[src/rtl/core/itrd_pkg.sv]
// ----------------------------------------------------------------------------
// itrd_pkg
// Shared types, constants, microcode program and helper functions of the
// integer to radix digits unit.
// ----------------------------------------------------------------------------
package itrd_pkg;

  // payload and register widths
  localparam int unsigned VALUE_W    = 32;
  localparam int unsigned CHAR_W     = 8;
  localparam int unsigned LEN_W      = 5;
  localparam int unsigned SYM_WORD_W = 64;
  localparam int unsigned CFG_IDX_W  = 2;
  localparam int unsigned CFG_DATA_W = 64;

  // parameter defaults
  localparam int unsigned MAX_RADIX_DEF  = 16;
  localparam int unsigned VALUE_BITS_DEF = 32;

  // register indexes
  localparam logic [CFG_IDX_W-1:0] CFG_BASE_LEN = 2'd0;
  localparam logic [CFG_IDX_W-1:0] CFG_SYM_LO   = 2'd1;
  localparam logic [CFG_IDX_W-1:0] CFG_SYM_HI   = 2'd2;

  localparam logic [CHAR_W-1:0] CHAR_PLUS  = 8'h2B;
  localparam logic [CHAR_W-1:0] CHAR_MINUS = 8'h2D;

  // micro-operations
  typedef enum logic [2:0] {
    UOP_ACCEPT   = 3'd0,
    UOP_SIGN     = 3'd1,
    UOP_DIV_GO   = 3'd2,
    UOP_DIV_WAIT = 3'd3,
    UOP_POP      = 3'd4,
    UOP_EMIT     = 3'd5
  } uop_e;

  // jump conditions
  typedef enum logic [1:0] {
    COND_NONE     = 2'd0,
    COND_BASE_BAD = 2'd1,
    COND_QUOT_NZ  = 2'd2,
    COND_COUNT_NZ = 2'd3
  } cond_e;

  localparam int unsigned STEP_W = 3;
  typedef logic [STEP_W-1:0] step_t;

  localparam step_t STEP_ACCEPT   = 3'd0;
  localparam step_t STEP_SIGN     = 3'd1;
  localparam step_t STEP_DIV_GO   = 3'd2;
  localparam step_t STEP_DIV_WAIT = 3'd3;
  localparam step_t STEP_POP      = 3'd4;
  localparam step_t STEP_EMIT     = 3'd5;

  typedef struct packed {
    uop_e  op;
    cond_e cond;
    step_t jump;
    step_t next;
  } ucode_word_t;

  typedef struct packed {
    logic in_valid;
    logic base_ok;
    logic out_free;
    logic neg;
    logic div_done;
    logic quot_nz;
    logic count_nz;
  } seq_status_t;

  typedef struct packed {
    uop_e op;
    logic fire;
  } seq_ctrl_t;

  // control store
  function automatic ucode_word_t ucode_rom(step_t step);
    ucode_word_t w;
    case (step)
      STEP_ACCEPT:   w = '{UOP_ACCEPT,   COND_BASE_BAD, STEP_ACCEPT, STEP_SIGN};
      STEP_SIGN:     w = '{UOP_SIGN,     COND_NONE,     STEP_ACCEPT, STEP_DIV_GO};
      STEP_DIV_GO:   w = '{UOP_DIV_GO,   COND_NONE,     STEP_ACCEPT, STEP_DIV_WAIT};
      STEP_DIV_WAIT: w = '{UOP_DIV_WAIT, COND_QUOT_NZ,  STEP_DIV_GO, STEP_POP};
      STEP_POP:      w = '{UOP_POP,      COND_NONE,     STEP_ACCEPT, STEP_EMIT};
      STEP_EMIT:     w = '{UOP_EMIT,     COND_COUNT_NZ, STEP_POP,    STEP_ACCEPT};
      default:       w = '{UOP_ACCEPT,   COND_NONE,     STEP_ACCEPT, STEP_ACCEPT};
    endcase
    return w;
  endfunction

  function automatic logic [CHAR_W-1:0] symbol_at(logic [SYM_WORD_W-1:0] lo,
                                                  logic [SYM_WORD_W-1:0] hi,
                                                  logic [3:0]            d);
    logic [SYM_WORD_W-1:0] word;
    word = d[3] ? hi : lo;
    return word[{d[2:0], 3'b000} +: CHAR_W];
  endfunction

  // radix range, no sign symbols, no repeated symbols among those in use
  function automatic logic base_ok(logic [LEN_W-1:0]      len,
                                   logic [SYM_WORD_W-1:0] lo,
                                   logic [SYM_WORD_W-1:0] hi,
                                   logic [LEN_W-1:0]      max_radix);
    logic          ok;
    logic [CHAR_W-1:0] si;
    ok = (len >= LEN_W'(2)) && (len <= max_radix) && (len <= LEN_W'(16));
    for (int i = 0; i < 16; i++) begin
      si = symbol_at(lo, hi, 4'(i));
      if (LEN_W'(i) < len) begin
        if (si == CHAR_PLUS || si == CHAR_MINUS) ok = 1'b0;
        for (int j = i + 1; j < 16; j++) begin
          if (LEN_W'(j) < len && symbol_at(lo, hi, 4'(j)) == si) ok = 1'b0;
        end
      end
    end
    return ok;
  endfunction

endpackage

[src/rtl/core/itrd_intf.sv]
// ----------------------------------------------------------------------------
// itrd channel interfaces
// Valid/ready channels for values in, characters out and register writes.
// ----------------------------------------------------------------------------
interface itrd_in_if;
  logic                         valid;
  logic                         ready;
  logic [itrd_pkg::VALUE_W-1:0] value;

  modport source (output valid, output value, input ready);
  modport sink   (input valid, input value, output ready);
endinterface

interface itrd_out_if;
  logic                        valid;
  logic                        ready;
  logic [itrd_pkg::CHAR_W-1:0] character;
  logic                        last;

  modport source (output valid, output character, output last, input ready);
  modport sink   (input valid, input character, input last, output ready);
endinterface

interface itrd_cfg_if;
  logic                            valid;
  logic                            ready;
  logic [itrd_pkg::CFG_IDX_W-1:0]  index;
  logic [itrd_pkg::CFG_DATA_W-1:0] data;

  modport source (output valid, output index, output data, input ready);
  modport sink   (input valid, input index, input data, output ready);
endinterface

[src/rtl/core/itrd_ram.sv]
// ----------------------------------------------------------------------------
// itrd_ram
// Generic single write port, single read port RAM with registered read.
// ----------------------------------------------------------------------------
module itrd_ram #(
  parameter int unsigned WIDTH = 4,
  parameter int unsigned DEPTH = 32
) (
  input  logic                     clk_i,
  input  logic                     we_i,
  input  logic [$clog2(DEPTH)-1:0] waddr_i,
  input  logic [WIDTH-1:0]         wdata_i,
  input  logic                     re_i,
  input  logic [$clog2(DEPTH)-1:0] raddr_i,
  output logic [WIDTH-1:0]         rdata_o
);

  logic [WIDTH-1:0] mem_q [DEPTH];
  logic [WIDTH-1:0] rdata_q;

  always_ff @(posedge clk_i) begin
    if (we_i) begin
      mem_q[waddr_i] <= wdata_i;
    end
    if (re_i) begin
      rdata_q <= mem_q[raddr_i];
    end
  end

  assign rdata_o = rdata_q;

endmodule

[src/rtl/core/itrd_divider.sv]
// ----------------------------------------------------------------------------
// itrd_divider
// Restoring divider by a small radix, eight quotient bits per cycle.
// ----------------------------------------------------------------------------
module itrd_divider #(
  parameter int unsigned VALUE_BITS = 32,
  parameter int unsigned RADIX_W    = 5
) (
  input  logic                  clk_i,
  input  logic                  rst_ni,
  input  logic                  start_i,
  input  logic [VALUE_BITS-1:0] dividend_i,
  input  logic [RADIX_W-1:0]    divisor_i,
  output logic                  done_o,
  output logic [VALUE_BITS-1:0] quotient_o,
  output logic [RADIX_W-1:0]    remainder_o
);

  localparam int unsigned STEPS   = 8;
  localparam int unsigned DIV_CYC = (VALUE_BITS + STEPS - 1) / STEPS;
  localparam int unsigned DIV_W   = DIV_CYC * STEPS;
  localparam int unsigned CYC_W   = $clog2(DIV_CYC + 1);

  logic [DIV_W-1:0]   work_q, work_d;
  logic [RADIX_W-1:0] rem_q, rem_d;
  logic [RADIX_W-1:0] divisor_q;
  logic [CYC_W-1:0]   iter_q;
  logic               busy_q;
  logic               done_q;
  logic [RADIX_W:0]   trial;

  always_comb begin
    work_d = work_q;
    rem_d  = rem_q;
    trial  = '0;
    for (int s = 0; s < STEPS; s++) begin
      trial  = {rem_d, work_d[DIV_W-1]};
      work_d = {work_d[DIV_W-2:0], 1'b0};
      if (trial >= {1'b0, divisor_q}) begin
        trial     = trial - {1'b0, divisor_q};
        work_d[0] = 1'b1;
      end
      rem_d = trial[RADIX_W-1:0];
    end
  end

  always_ff @(posedge clk_i or negedge rst_ni) begin
    if (!rst_ni) begin
      busy_q <= 1'b0;
      done_q <= 1'b0;
      iter_q <= '0;
    end else if (start_i) begin
      busy_q <= 1'b1;
      done_q <= 1'b0;
      iter_q <= CYC_W'(DIV_CYC);
    end else if (busy_q) begin
      iter_q <= iter_q - CYC_W'(1);
      if (iter_q == CYC_W'(1)) begin
        busy_q <= 1'b0;
        done_q <= 1'b1;
      end
    end
  end

  always_ff @(posedge clk_i) begin
    if (start_i) begin
      work_q    <= DIV_W'(dividend_i);
      rem_q     <= '0;
      divisor_q <= divisor_i;
    end else if (busy_q) begin
      work_q <= work_d;
      rem_q  <= rem_d;
    end
  end

  assign done_o      = done_q;
  assign quotient_o  = work_q[VALUE_BITS-1:0];
  assign remainder_o = rem_q;

endmodule

[src/rtl/core/itrd_sequencer.sv]
// ----------------------------------------------------------------------------
// itrd_sequencer
// Step counter and control store; picks the next step from the current
// control word and the datapath status.
// ----------------------------------------------------------------------------
module itrd_sequencer (
  input  logic                  clk_i,
  input  logic                  rst_ni,
  input  itrd_pkg::seq_status_t status_i,
  output itrd_pkg::seq_ctrl_t   ctrl_o
);

  import itrd_pkg::*;

  step_t       step_q, step_d;
  ucode_word_t word;
  logic        fire;
  logic        cond_true;

  assign word = ucode_rom(step_q);

  // a step completes once the resource it needs is available
  always_comb begin
    case (word.op)
      UOP_ACCEPT:   fire = status_i.in_valid;
      UOP_SIGN:     fire = !status_i.neg || status_i.out_free;
      UOP_DIV_GO:   fire = 1'b1;
      UOP_DIV_WAIT: fire = status_i.div_done;
      UOP_POP:      fire = 1'b1;
      UOP_EMIT:     fire = status_i.out_free;
      default:      fire = 1'b0;
    endcase
  end

  always_comb begin
    case (word.cond)
      COND_NONE:     cond_true = 1'b0;
      COND_BASE_BAD: cond_true = !status_i.base_ok;
      COND_QUOT_NZ:  cond_true = status_i.quot_nz;
      COND_COUNT_NZ: cond_true = status_i.count_nz;
      default:       cond_true = 1'b0;
    endcase
  end

  always_comb begin
    step_d = step_q;
    if (fire) begin
      step_d = cond_true ? word.jump : word.next;
    end
  end

  always_ff @(posedge clk_i or negedge rst_ni) begin
    if (!rst_ni) begin
      step_q <= STEP_ACCEPT;
    end else begin
      step_q <= step_d;
    end
  end

  assign ctrl_o.op   = word.op;
  assign ctrl_o.fire = fire;

endmodule

[src/rtl/core/integer_to_radix_digits_unit.sv]
// ----------------------------------------------------------------------------
// integer_to_radix_digits_unit
// Converts signed integers to their text in a configurable radix.
// ----------------------------------------------------------------------------
// Channels: in_i takes one signed value per transaction; out_o gives one
// character per transaction, most significant digit first, with a leading
// '-' for negatives and last set on the final character. cfg_i writes
// base_length (index 0), symbols_low (1) and symbols_high (2); it is always
// ready and must only be used while the unit is idle.
// A value is taken only while the sequencer sits at its accept step. With an
// invalid base the value is dropped and the unit is ready again next cycle.
// Sequence: each digit costs one divider pass, started by the divide step and
// collected by the wait step, which pushes the digit; each character then takes
// a stack read step and an emit step. The accept and sign steps come first.
// The output register lets the next transaction be prepared while a
// character waits; a stalled receiver simply holds the sequencer.
// Reset clears the config, value, sign and count registers to zero, the step
// counter to the accept step and the output valid; the stack needs no clearing.
// ----------------------------------------------------------------------------
module integer_to_radix_digits_unit #(
  parameter int unsigned MAX_RADIX  = itrd_pkg::MAX_RADIX_DEF,
  parameter int unsigned VALUE_BITS = itrd_pkg::VALUE_BITS_DEF
) (
  input  logic       clk_i,
  input  logic       rst_ni,
  itrd_cfg_if.sink   cfg_i,
  itrd_in_if.sink    in_i,
  itrd_out_if.source out_o
);

  import itrd_pkg::*;

  localparam int unsigned RADIX_W = $clog2(MAX_RADIX + 1);
  localparam int unsigned DIGIT_W = $clog2(MAX_RADIX);
  localparam int unsigned ADDR_W  = $clog2(VALUE_BITS);
  localparam int unsigned CNT_W   = $clog2(VALUE_BITS + 1);

  logic [LEN_W-1:0]      base_len_q;
  logic [SYM_WORD_W-1:0] sym_lo_q;
  logic [SYM_WORD_W-1:0] sym_hi_q;

  logic [VALUE_BITS-1:0] mag_q;
  logic                  neg_q;
  logic [CNT_W-1:0]      count_q;
  logic [CNT_W-1:0]      count_dec;

  logic                  out_valid_q;
  logic [CHAR_W-1:0]     char_q;
  logic                  last_q;
  logic                  out_free;

  logic [VALUE_BITS-1:0] raw;
  logic                  raw_neg;
  logic [VALUE_BITS-1:0] raw_mag;

  seq_status_t           status;
  seq_ctrl_t             ctrl;

  logic                  div_start;
  logic                  div_done;
  logic [VALUE_BITS-1:0] quotient;
  logic [RADIX_W-1:0]    remainder;

  logic                  push;
  logic                  pop;
  logic [DIGIT_W-1:0]    digit;
  logic [CHAR_W-1:0]     digit_char;

  // configuration registers
  assign cfg_i.ready = 1'b1;

  always_ff @(posedge clk_i or negedge rst_ni) begin
    if (!rst_ni) begin
      base_len_q <= '0;
      sym_lo_q   <= '0;
      sym_hi_q   <= '0;
    end else if (cfg_i.valid) begin
      case (cfg_i.index)
        CFG_BASE_LEN: base_len_q <= cfg_i.data[LEN_W-1:0];
        CFG_SYM_LO:   sym_lo_q   <= cfg_i.data;
        CFG_SYM_HI:   sym_hi_q   <= cfg_i.data;
        default:      ;
      endcase
    end
  end

  // input magnitude, most negative value wraps to its unsigned magnitude
  assign raw     = in_i.value[VALUE_BITS-1:0];
  assign raw_neg = raw[VALUE_BITS-1];
  assign raw_mag = raw_neg ? (~raw + VALUE_BITS'(1)) : raw;

  assign out_free  = !out_valid_q || out_o.ready;
  assign count_dec = count_q - CNT_W'(1);

  assign status.in_valid = in_i.valid;
  assign status.base_ok  = base_ok(base_len_q, sym_lo_q, sym_hi_q, LEN_W'(MAX_RADIX));
  assign status.out_free = out_free;
  assign status.neg      = neg_q;
  assign status.div_done = div_done;
  assign status.quot_nz  = (quotient != '0);
  assign status.count_nz = (count_q != '0);

  itrd_sequencer u_seq (
    .clk_i    (clk_i),
    .rst_ni   (rst_ni),
    .status_i (status),
    .ctrl_o   (ctrl)
  );

  assign in_i.ready = (ctrl.op == UOP_ACCEPT);
  assign div_start  = ctrl.fire && (ctrl.op == UOP_DIV_GO);
  assign push       = ctrl.fire && (ctrl.op == UOP_DIV_WAIT);
  assign pop        = ctrl.fire && (ctrl.op == UOP_POP);

  itrd_divider #(
    .VALUE_BITS (VALUE_BITS),
    .RADIX_W    (RADIX_W)
  ) u_div (
    .clk_i       (clk_i),
    .rst_ni      (rst_ni),
    .start_i     (div_start),
    .dividend_i  (mag_q),
    .divisor_i   (RADIX_W'(base_len_q)),
    .done_o      (div_done),
    .quotient_o  (quotient),
    .remainder_o (remainder)
  );

  // digit stack, least significant digit pushed first
  itrd_ram #(
    .WIDTH (DIGIT_W),
    .DEPTH (VALUE_BITS)
  ) u_stack (
    .clk_i   (clk_i),
    .we_i    (push),
    .waddr_i (count_q[ADDR_W-1:0]),
    .wdata_i (DIGIT_W'(remainder)),
    .re_i    (pop),
    .raddr_i (count_dec[ADDR_W-1:0]),
    .rdata_o (digit)
  );

  assign digit_char = symbol_at(sym_lo_q, sym_hi_q, 4'(digit));

  always_ff @(posedge clk_i or negedge rst_ni) begin
    if (!rst_ni) begin
      mag_q   <= '0;
      neg_q   <= 1'b0;
      count_q <= '0;
    end else if (ctrl.fire) begin
      case (ctrl.op)
        UOP_ACCEPT: begin
          mag_q   <= raw_mag;
          neg_q   <= raw_neg;
          count_q <= '0;
        end
        UOP_DIV_WAIT: begin
          mag_q   <= quotient;
          count_q <= count_q + CNT_W'(1);
        end
        UOP_POP: begin
          count_q <= count_dec;
        end
        default: ;
      endcase
    end
  end

  // output register
  always_ff @(posedge clk_i or negedge rst_ni) begin
    if (!rst_ni) begin
      out_valid_q <= 1'b0;
    end else if (ctrl.fire && ctrl.op == UOP_SIGN && neg_q) begin
      out_valid_q <= 1'b1;
    end else if (ctrl.fire && ctrl.op == UOP_EMIT) begin
      out_valid_q <= 1'b1;
    end else if (out_o.ready) begin
      out_valid_q <= 1'b0;
    end
  end

  always_ff @(posedge clk_i) begin
    if (ctrl.fire && ctrl.op == UOP_SIGN && neg_q) begin
      char_q <= CHAR_MINUS;
      last_q <= 1'b0;
    end else if (ctrl.fire && ctrl.op == UOP_EMIT) begin
      char_q <= digit_char;
      last_q <= (count_q == '0);
    end
  end

  assign out_o.valid     = out_valid_q;
  assign out_o.character = char_q;
  assign out_o.last      = last_q;

endmodule

[src/flat_wrapper.sv]
// flat-port wrapper written by rule: the top's interface ports become plain ports
module integer_to_radix_digits_unit_flat import itrd_pkg::*;
#(
  parameter int unsigned MAX_RADIX  = itrd_pkg::MAX_RADIX_DEF,
  parameter int unsigned VALUE_BITS = itrd_pkg::VALUE_BITS_DEF
)
  (clk_i, rst_ni, cfg_i_valid, cfg_i_index, cfg_i_data, cfg_i_ready, in_i_valid, in_i_value, in_i_ready, out_o_valid, out_o_character, out_o_last, out_o_ready);
  itrd_cfg_if cfg_i_i ();
  itrd_in_if in_i_i ();
  itrd_out_if out_o_i ();
  input  logic clk_i;
  input  logic rst_ni;
  input wire logic [$bits(cfg_i_i.valid)-1:0] cfg_i_valid;
  input wire logic [$bits(cfg_i_i.index)-1:0] cfg_i_index;
  input wire logic [$bits(cfg_i_i.data)-1:0] cfg_i_data;
  output wire logic [$bits(cfg_i_i.ready)-1:0] cfg_i_ready;
  input wire logic [$bits(in_i_i.valid)-1:0] in_i_valid;
  input wire logic [$bits(in_i_i.value)-1:0] in_i_value;
  output wire logic [$bits(in_i_i.ready)-1:0] in_i_ready;
  output wire logic [$bits(out_o_i.valid)-1:0] out_o_valid;
  output wire logic [$bits(out_o_i.character)-1:0] out_o_character;
  output wire logic [$bits(out_o_i.last)-1:0] out_o_last;
  input wire logic [$bits(out_o_i.ready)-1:0] out_o_ready;
  assign cfg_i_i.valid = cfg_i_valid;
  assign cfg_i_i.index = cfg_i_index;
  assign cfg_i_i.data = cfg_i_data;
  assign cfg_i_ready = cfg_i_i.ready;
  assign in_i_i.valid = in_i_valid;
  assign in_i_i.value = in_i_value;
  assign in_i_ready = in_i_i.ready;
  assign out_o_valid = out_o_i.valid;
  assign out_o_character = out_o_i.character;
  assign out_o_last = out_o_i.last;
  assign out_o_i.ready = out_o_ready;
  integer_to_radix_digits_unit #(.MAX_RADIX(MAX_RADIX), .VALUE_BITS(VALUE_BITS)) u_core (.clk_i(clk_i), .rst_ni(rst_ni), .cfg_i(cfg_i_i), .in_i(in_i_i), .out_o(out_o_i));
endmodule
[config.mk]
export PLATFORM = sky130hd
export DESIGN_NAME = integer_to_radix_digits_unit_flat
export DESIGN_NICKNAME = d
export VERILOG_FILES = /design/src/rtl/core/itrd_pkg.sv /design/src/rtl/core/itrd_intf.sv /design/src/rtl/core/itrd_ram.sv /design/src/rtl/core/itrd_divider.sv /design/src/rtl/core/itrd_sequencer.sv /design/src/rtl/core/integer_to_radix_digits_unit.sv /design/src/flat_wrapper.sv
export SDC_FILE = /design/constraint.sdc
export NUM_CORES = 1
export LEC_CHECK = 0
export BUFFER_PORTS_ARGS = -buffer_cell sky130_fd_sc_hd__buf_2
export CAP_MARGIN = 30
export CORE_MARGIN = 3
export CORE_UTILIZATION = 50
export DETAILED_ROUTE_END_ITERATION = 7
export PLACE_DENSITY = 0.67
export SYNTH_ARGS = -nofsm -noshare
export SYNTH_HDL_FRONTEND = slang
export SYNTH_HIERARCHICAL = 1
export SYNTH_SLANG_ARGS = --single-unit
[constraint.sdc]
create_clock -name clk_i -period 41.4 [get_ports clk_i]
set_input_delay 2.07 -clock clk_i [delete_from_list [all_inputs] [get_ports clk_i]]
set_output_delay 2.07 -clock clk_i [all_outputs]
set_load 0.01 [all_outputs]
-- Word level (Yosys, flattened, before mapping)
Memories as Yosys holds them, arrays and structs flattened. A register that Yosys moved wholly into a read port is not among the register bits.
Index checks and enable logic that the tools add are counted.
- add/sub/neg operators: 12
- multiply operators: 0
- divide/modulo/power cells: 0
- $lt $le $gt $ge: 26
- equality and inequality tests: 168
- shift operators: 1
- multiplexer cells: 191
- bitwise operators: 1
- reduce and logical (&&, ||, !) cells: 169
- operators with widths (kind ; count):
    $eq A8 B8 Y1 ; 120
    $eq A8 B6 Y1 const B ; 32
    $mux W1 ; 171
    $logic_and A1 B1 Y1 ; 128
    $mux W32 ; 3
    $pmux W11 S6 ; 1
    $mux W64 ; 1
    $pmux W32 S2 ; 1
    $shiftx A64 B7 Y8 ; 1
    $ge A6 B5 Y1 ; 8
    $lt A4 B5 Y1 const A ; 8
    $mux W5 ; 8
    $sub A5 B5 Y5 ; 8
    $add A32 B1 Y32 const B ; 1
    $not A32 Y32 ; 1
    $reduce_bool A32 Y1 ; 1
    $lt A3 B5 Y1 const A ; 4
    $logic_or A1 B1 Y1 ; 18
    $pmux W6 S3 ; 1
    $reduce_and A2 Y1 ; 7
    $eq A3 B2 Y1 const B ; 4
    $eq A3 B3 Y1 const B ; 4
    $lt A1 B5 Y1 const A ; 2
    $lt A2 B5 Y1 const A ; 2
    other kinds (19) ; 33
- register bits after elaboration: 232
- bits in latches: 0
- bits in writable memories: 128
- ROM bits: 0
- input bits: 103
- memories: 1
- memory list (name ; depth ; width ; read ports ; clocked after memory_dff ; wr ports ; RTL line ; RTL):
    u_core.u_stack.mem_q ; 32 ; 4 ; 1 ; 1 ; 1 ; itrd_ram.sv:18 ; logic [WIDTH-1:0] mem_q [DEPTH];

-- Logic depth before layout (Yosys ltp)
- word-level depth: 158
- gate-level depth with buffers: 76

-- Cells and area by module
Netlist, hierarchy kept.
- modules (own cells, without submodules) (module ; instances ; cells each ; area each (µm²) ; sequential area each (µm²)):
    integer_to_radix_digits_unit ; 1 ; 2427 ; 21785.9 ; 4509.3
    itrd_ram ; 1 ; 231 ; 5178.7 ; 3963.8
    itrd_divider ; 1 ; 418 ; 4245.3 ; 1336.3
    itrd_sequencer ; 1 ; 38 ; 305.3 ; 75.1

-- Worst setup path after synthesis
Ideal clock, no wire load.
- path type: register to register
- from: reg u_core.u_div.rem_q[2], in the netlist u_core/u_div/remainder_o[2]
- to: reg u_core.u_div.rem_q[0], in the netlist u_core/u_div/remainder_o[0]
- setup time: 79 ps
- data arrival time: 13476 ps
- slack: 27845 ps
- cell stages (with the launch flop): 69
- path buffers: 3
- cell sequence: dfxtp_1 -> ha_1 -> buf_6 -> a21o_1 -> a211o_1 -> nor2_2 -> o21ai_0 -> ha_1 -> and3_1 -> a31oi_1 -> o211ai_1 -> nor2_1 -> a21o_1 -> inv_1 -> fa_1 -> nand2b_1 -> a21oi_1 -> o22ai_1 -> [... 33 more ...] -> ha_1 -> a21boi_0 -> o21ai_0 -> nand2b_1 -> a21oi_1 -> o21ai_1 -> a211oi_4 -> mux2i_1 -> ha_1 -> a21o_1 -> a21oi_1 -> nor2b_1 -> o21ai_0 -> nand2b_1 -> a211oi_1 -> mux2i_2 -> mux2_4 -> a211oi_2
- cells in the longest elaborated chain, start to end: 16
- elaborated cells on any way between the ends: 23
- those cells by class: add/sub: 7; order compare: 8; mux: 8
- ends and longest elaborated chain (what ; RTL line ; RTL):
    from (decl) ; itrd_divider.sv:25 ; logic [RADIX_W-1:0] rem_q, rem_d;
    from (signal assigned) ; itrd_divider.sv:72 ; rem_q <= rem_d;
    $sub A5 B5 Y5 or $ge A6 B5 Y1 (tied branches) ; itrd_divider.sv:40, itrd_divider.sv:39 ;
    $mux W5 (*) ; itrd_divider.sv:39 ; if (trial >= {1'b0, divisor_q}) begin
    $sub A5 B5 Y5 or $ge A6 B5 Y1 (tied branches) ; itrd_divider.sv:40, itrd_divider.sv:39 ;
    $mux W5 (*) ; itrd_divider.sv:39 ;
    $ge A6 B5 Y1 or $sub A5 B5 Y5 (tied branches) ; itrd_divider.sv:39, itrd_divider.sv:40 ;
    $mux W5 (*) ; itrd_divider.sv:39 ;
    $sub A5 B5 Y5 or $ge A6 B5 Y1 (tied branches) ; itrd_divider.sv:40, itrd_divider.sv:39 ;
    $mux W5 (*) ; itrd_divider.sv:39 ;
    $sub A5 B5 Y5 or $ge A6 B5 Y1 (tied branches) ; itrd_divider.sv:40, itrd_divider.sv:39 ;
    $mux W5 (*) ; itrd_divider.sv:39 ;
    $sub A5 B5 Y5 or $ge A6 B5 Y1 (tied branches) ; itrd_divider.sv:40, itrd_divider.sv:39 ;
    $mux W5 (*) ; itrd_divider.sv:39 ;
    $sub A5 B5 Y5 or $ge A6 B5 Y1 (tied branches) ; itrd_divider.sv:40, itrd_divider.sv:39 ;
    $mux W5 (*) ; itrd_divider.sv:39 ;
    $ge A6 B5 Y1 (*) ; itrd_divider.sv:39 ;
    $mux W5 (*) ; itrd_divider.sv:39 ;
Mark *: on every way between the ends. The rest lies on a longest branch, timed or not.
A chain may end at the register's enable or synchronous reset.

-- Worst setup path in the final report
- from: reg u_core.u_div.divisor_q[1]
- to: reg u_core.u_div.rem_q[0], in the netlist u_core/u_div/remainder_o[0]
- cells in the longest elaborated chain, start to end: 16
- elaborated cells on any way between the ends: 23
- those cells by class: add/sub: 7; order compare: 8; mux: 8
- ends and longest elaborated chain (what ; RTL line ; RTL):
    from (decl) ; itrd_divider.sv:26 ; logic [RADIX_W-1:0] divisor_q;
    from (signal assigned) ; itrd_divider.sv:69 ; divisor_q <= divisor_i;
    $sub A5 B5 Y5 or $ge A6 B5 Y1 (tied branches) ; itrd_divider.sv:40, itrd_divider.sv:39 ;
    $mux W5 ; itrd_divider.sv:39 ;
    $sub A5 B5 Y5 or $ge A6 B5 Y1 (tied branches) ; itrd_divider.sv:40, itrd_divider.sv:39 ;
    $mux W5 ; itrd_divider.sv:39 ;
    $sub A5 B5 Y5 or $ge A6 B5 Y1 (tied branches) ; itrd_divider.sv:40, itrd_divider.sv:39 ;
    $mux W5 ; itrd_divider.sv:39 ;
    $sub A5 B5 Y5 or $ge A6 B5 Y1 (tied branches) ; itrd_divider.sv:40, itrd_divider.sv:39 ;
    $mux W5 ; itrd_divider.sv:39 ;
    $ge A6 B5 Y1 or $sub A5 B5 Y5 (tied branches) ; itrd_divider.sv:39, itrd_divider.sv:40 ;
    $mux W5 ; itrd_divider.sv:39 ;
    $sub A5 B5 Y5 or $ge A6 B5 Y1 (tied branches) ; itrd_divider.sv:40, itrd_divider.sv:39 ;
    $mux W5 ; itrd_divider.sv:39 ;
    $sub A5 B5 Y5 or $ge A6 B5 Y1 (tied branches) ; itrd_divider.sv:40, itrd_divider.sv:39 ;
    $mux W5 ; itrd_divider.sv:39 ;
    $ge A6 B5 Y1 (*) ; itrd_divider.sv:39 ;
    $mux W5 (*) ; itrd_divider.sv:39 ;
Marked as above.

==> impl_metrics.json <==
{
  "path_max_fanout": 10,
  "layout.area.seq_um2": 9884,
  "cts_num_sinks": 364,
  "drt-pass1-iter-count": 6,
  "grt_pass1_vias": 25920,
  "tritoncts": "built",
  "post_synthesis_sequential_area_ratio_pct": 31.36,
  "grt_antenna_before_repair": 1,
  "timing.final.crit_share_pct": 39.26,
  "detail_route.iter0.violations": 3081,
  "cts_setup_buffers": 0,
  "slowest_stage": "sky130_fd_sc_hd__edfxtp_1",
  "cts_inserted_buffers": 41,
  "timing_worst_slew_pin_value_ps": 1107,
  "finalWorstSetupSlack_ps": 25140,
  "drt_antenna_net_count": 0,
  "synthesis.area_um2": 31520,
  "detailedPlace.worstSlack_ps": 25320,
  "grt_overflow_total": 0,
  "critPathMaxStageDelay_ps": 790,
  "grtUsageTotal_pct": 32.17,
  "async_set_or_reset_register_ratio_after_synthesis_pct": 49.73,
  "buffer_ports.inserted": 113,
  "routed_wirelength_um": 108700,
  "synth-edff-count": 169,
  "place_congestion": 1.022,
  "floorplan.die_area_um2": 66080,
  "synth_cells": 3114,
  "grt_max_degree": 67,
  "timing.hold.worst.class": "register to register",
  "report.final.slew_viol_count": 0,
  "cp.required_ps": 41910,
  "area.growth.synth_to_final_pct": 9.290,
  "multi_input_comb_area_um2": 19780,
  "vias": 25740,
  "crit_top_cell": "sky130_fd_sc_hd__a21oi_1",
  "min_period_ps": 16260,
  "global_route_wire_length_before_repair_um": 163300,
  "start_util_pct": 50.79,
  "avgSynthCellArea_um2": 10.12,
  "timing_hold_violations_final": 0,
  "cts.repair.resized": 0,
  "worst_clock_skew_ps": 18.71,
  "floorplan.die.width_um": 257.1,
  "final_net_count": 3234,
  "synth_top_flop_cell": "sky130_fd_sc_hd__dfrtp_1",
  "detail_route.vias_per_cell": 6.517,
  "final_layout_size_suffix_gt1_share_pct": 20.26,
  "top_level_ports": 115,
  "placementRows": 91,
  "clockBufferDepth": 3,
  "status": "complete, no violations",
  "layout_common_cells": "sky130_fd_sc_hd__xnor2_1 (699), sky130_fd_sc_hd__xor2_1 (332), sky130_fd_sc_hd__dfrtp_1 (181), sky130_fd_sc_hd__mux2_2 (171), sky130_fd_sc_hd__edfxtp_1 (169)",
  "fin_setup_tns_ps": 0,
  "critPathLaunchType": "register",
  "maxCapViolCount": 0,
  "total_of_fill_cells_in_the_finished_design": 5339,
  "core_area_um2": 62050,
  "post-dp-hpwl_um": 72820,
  "ys_warn_count": 6,
  "grt_setup_unrepaired": "no",
  "drc": 0,
  "relSlewSlack_pct": 26.17,
  "critical_path_class": "register to register",
  "worstPathArrival_ps": 16760,
  "clockRootBuffer": "sky130_fd_sc_hd__clkbuf_16",
  "syn_nets": 3271,
  "number_of_endpoints_failing_setup_at_the_final_stage": 0,
  "netlist-cell-type-count": 98,
  "routedWlPerCell_um": 27.54,
  "mostFrequentLayoutCell": "sky130_fd_sc_hd__xnor2_1",
  "synth-seq-cells": 364,
  "insertion_delay_ps": 590,
  "die-height_um": 257.1,
  "htree_levels": 2,
  "timing.fmax_mhz": 61.52,
  "cts.hold.buffers_added": 0,
  "clk_pin_slew_ps": 60,
  "critPathCaptureType": "register"
}
state kept, by name (all words and copies together) (netlist names), 6 cells and up:
register and flops:
u_core/count_q 6, u_core/mag_q 32, u_core/out_o.character 8, u_core/sym_hi_q 64, u_core/sym_lo_q 64, u_core/u_div/quotient_o 32, u_core/u_stack/mem_q 128
cell type report:
type                            instances  area share (%)
Multi-Input combinational cell       2362           57.44
Antenna cell                            2         0.01453
Tap cell                              837           3.041
Timing Repair Buffer                  261           6.121
Clock inverter                         29           1.075
Clock buffer                           47           3.102
Sequential cell                       364           28.70
Inverter                               47          0.5122
metrics by stage:
| stage | hold slack, ps | cells | cell area [µm²] | utilization [%] |
|---|---|---|---|---|
| finish | 475.3 | 3949 | 34440 | 55.51 |
| detailed placement | 461.9 | 3869 | 32960 | 53.11 |
| global route | 496.7 | 3947 | 34440 | 55.50 |
| floorplan | 419.6 | 3114 | 31520 | - |
| global placement | 454.3 | 3845 | 32380 | 52.18 |
| CTS | 476.5 | 3945 | 34400 | 55.43 |
metal layers:
layer / routed length, µm / track usage [%]
met5: 0 / 0
met1: 41210 / 41.31
met3: 10970 / 6.053
met2: 49120 / 50.68
met4: 7449 / 19.21
synth_stat cells, types with 5 or more instances:
| cell type | n | share of area, % |
|---|---|---|
| sky130_fd_sc_hd__dfrtp_1 | 181 | 14 |
| sky130_fd_sc_hd__a21oi_1 | 70 | 1.1 |
| sky130_fd_sc_hd__a211o_1 | 5 | 0.14 |
| sky130_fd_sc_hd__buf_2 | 268 | 4.3 |
| sky130_fd_sc_hd__o31ai_1 | 8 | 0.19 |
| sky130_fd_sc_hd__nand3_1 | 41 | 0.65 |
| sky130_fd_sc_hd__nor4_1 | 117 | 2.3 |
| sky130_fd_sc_hd__a31oi_1 | 41 | 0.81 |
| sky130_fd_sc_hd__a41oi_1 | 5 | 0.14 |
| sky130_fd_sc_hd__nor2_1 | 107 | 1.3 |
| sky130_fd_sc_hd__ha_1 | 46 | 1.8 |
| sky130_fd_sc_hd__nand2b_1 | 14 | 0.28 |
| sky130_fd_sc_hd__nand4_1 | 159 | 3.2 |
| sky130_fd_sc_hd__inv_1 | 47 | 0.56 |
| sky130_fd_sc_hd__clkbuf_1 | 47 | 0.56 |
| sky130_fd_sc_hd__fa_1 | 8 | 0.51 |
| sky130_fd_sc_hd__o21ai_0 | 63 | 1.0 |
| sky130_fd_sc_hd__o211ai_1 | 6 | 0.14 |
| sky130_fd_sc_hd__edfxtp_1 | 169 | 16 |
| sky130_fd_sc_hd__and2_1 | 7 | 0.14 |
| sky130_fd_sc_hd__nor3_1 | 70 | 1.1 |
| sky130_fd_sc_hd__dfxtp_1 | 14 | 0.89 |
| sky130_fd_sc_hd__mux2_2 | 171 | 6.1 |
| sky130_fd_sc_hd__buf_6 | 7 | 0.25 |
| sky130_fd_sc_hd__mux2i_1 | 21 | 0.67 |
| sky130_fd_sc_hd__and3_1 | 9 | 0.18 |
| sky130_fd_sc_hd__a21boi_0 | 6 | 0.14 |
| sky130_fd_sc_hd__buf_4 | 9 | 0.21 |
| sky130_fd_sc_hd__a21o_1 | 32 | 0.76 |
| sky130_fd_sc_hd__a211oi_1 | 17 | 0.40 |
| sky130_fd_sc_hd__mux4_2 | 81 | 5.8 |
| sky130_fd_sc_hd__xnor2_1 | 699 | 19 |
| sky130_fd_sc_hd__nand4b_1 | 16 | 0.44 |
| sky130_fd_sc_hd__xor2_1 | 333 | 9.3 |
| sky130_fd_sc_hd__o21ai_1 | 7 | 0.11 |
| sky130_fd_sc_hd__or2_2 | 6 | 0.12 |
| sky130_fd_sc_hd__nand2_1 | 82 | 0.98 |
| sky130_fd_sc_hd__buf_1 | 10 | 0.12 |
| sky130_fd_sc_hd__nand3b_1 | 11 | 0.26 |
worst paths after layout:
check                                     startpoint                     endpoint  slack (ps)  depth (start not counted)
min in group asynchronous                     rst_ni             u_core/mag_q[27]        1440                          1
setup / recovery           u_core/u_div/divisor_q[1]  u_core/u_div/remainder_o[0]       25140                         67
setup reg to reg           u_core/u_div/divisor_q[1]  u_core/u_div/remainder_o[0]       25140                         67
hold / removal                      u_core/mag_q[24]             u_core/mag_q[24]         480                          1
max in group asynchronous                     rst_ni          u_core/sym_lo_q[20]       38680                          2
hold reg to reg                     u_core/mag_q[24]             u_core/mag_q[24]         480                          1
worst max-delay path, delay by kind of cell, from the launching register on:
kind,cells,cell delay (ps)
flip-flops,1,790
multiplexers,6,1990
AND/OR/NAND/NOR,13,1990
AO/OA/AOI/OAI,36,7640
buffers and inverters,4,750
adder cells (fa/ha/maj),8,3000
logic make-up after synthesis:
| family | after synthesis | synth area share (%) |
|---|---|---|
| xor+xnor | 1032 | 28.68 |
| simple gates | 687 | 12.22 |
| buf+inv | 388 | 5.959 |
| flops | 364 | 31.36 |
| compound gates | 312 | 6.733 |
| mux | 276 | 12.69 |
| fa+ha+maj | 54 | 2.334 |
| other cells | 1 | 0.01190 |
Power is left out: the tool's default activity adds up to more than one toggle a clock period on the data nets, which glitch-free logic cannot reach.
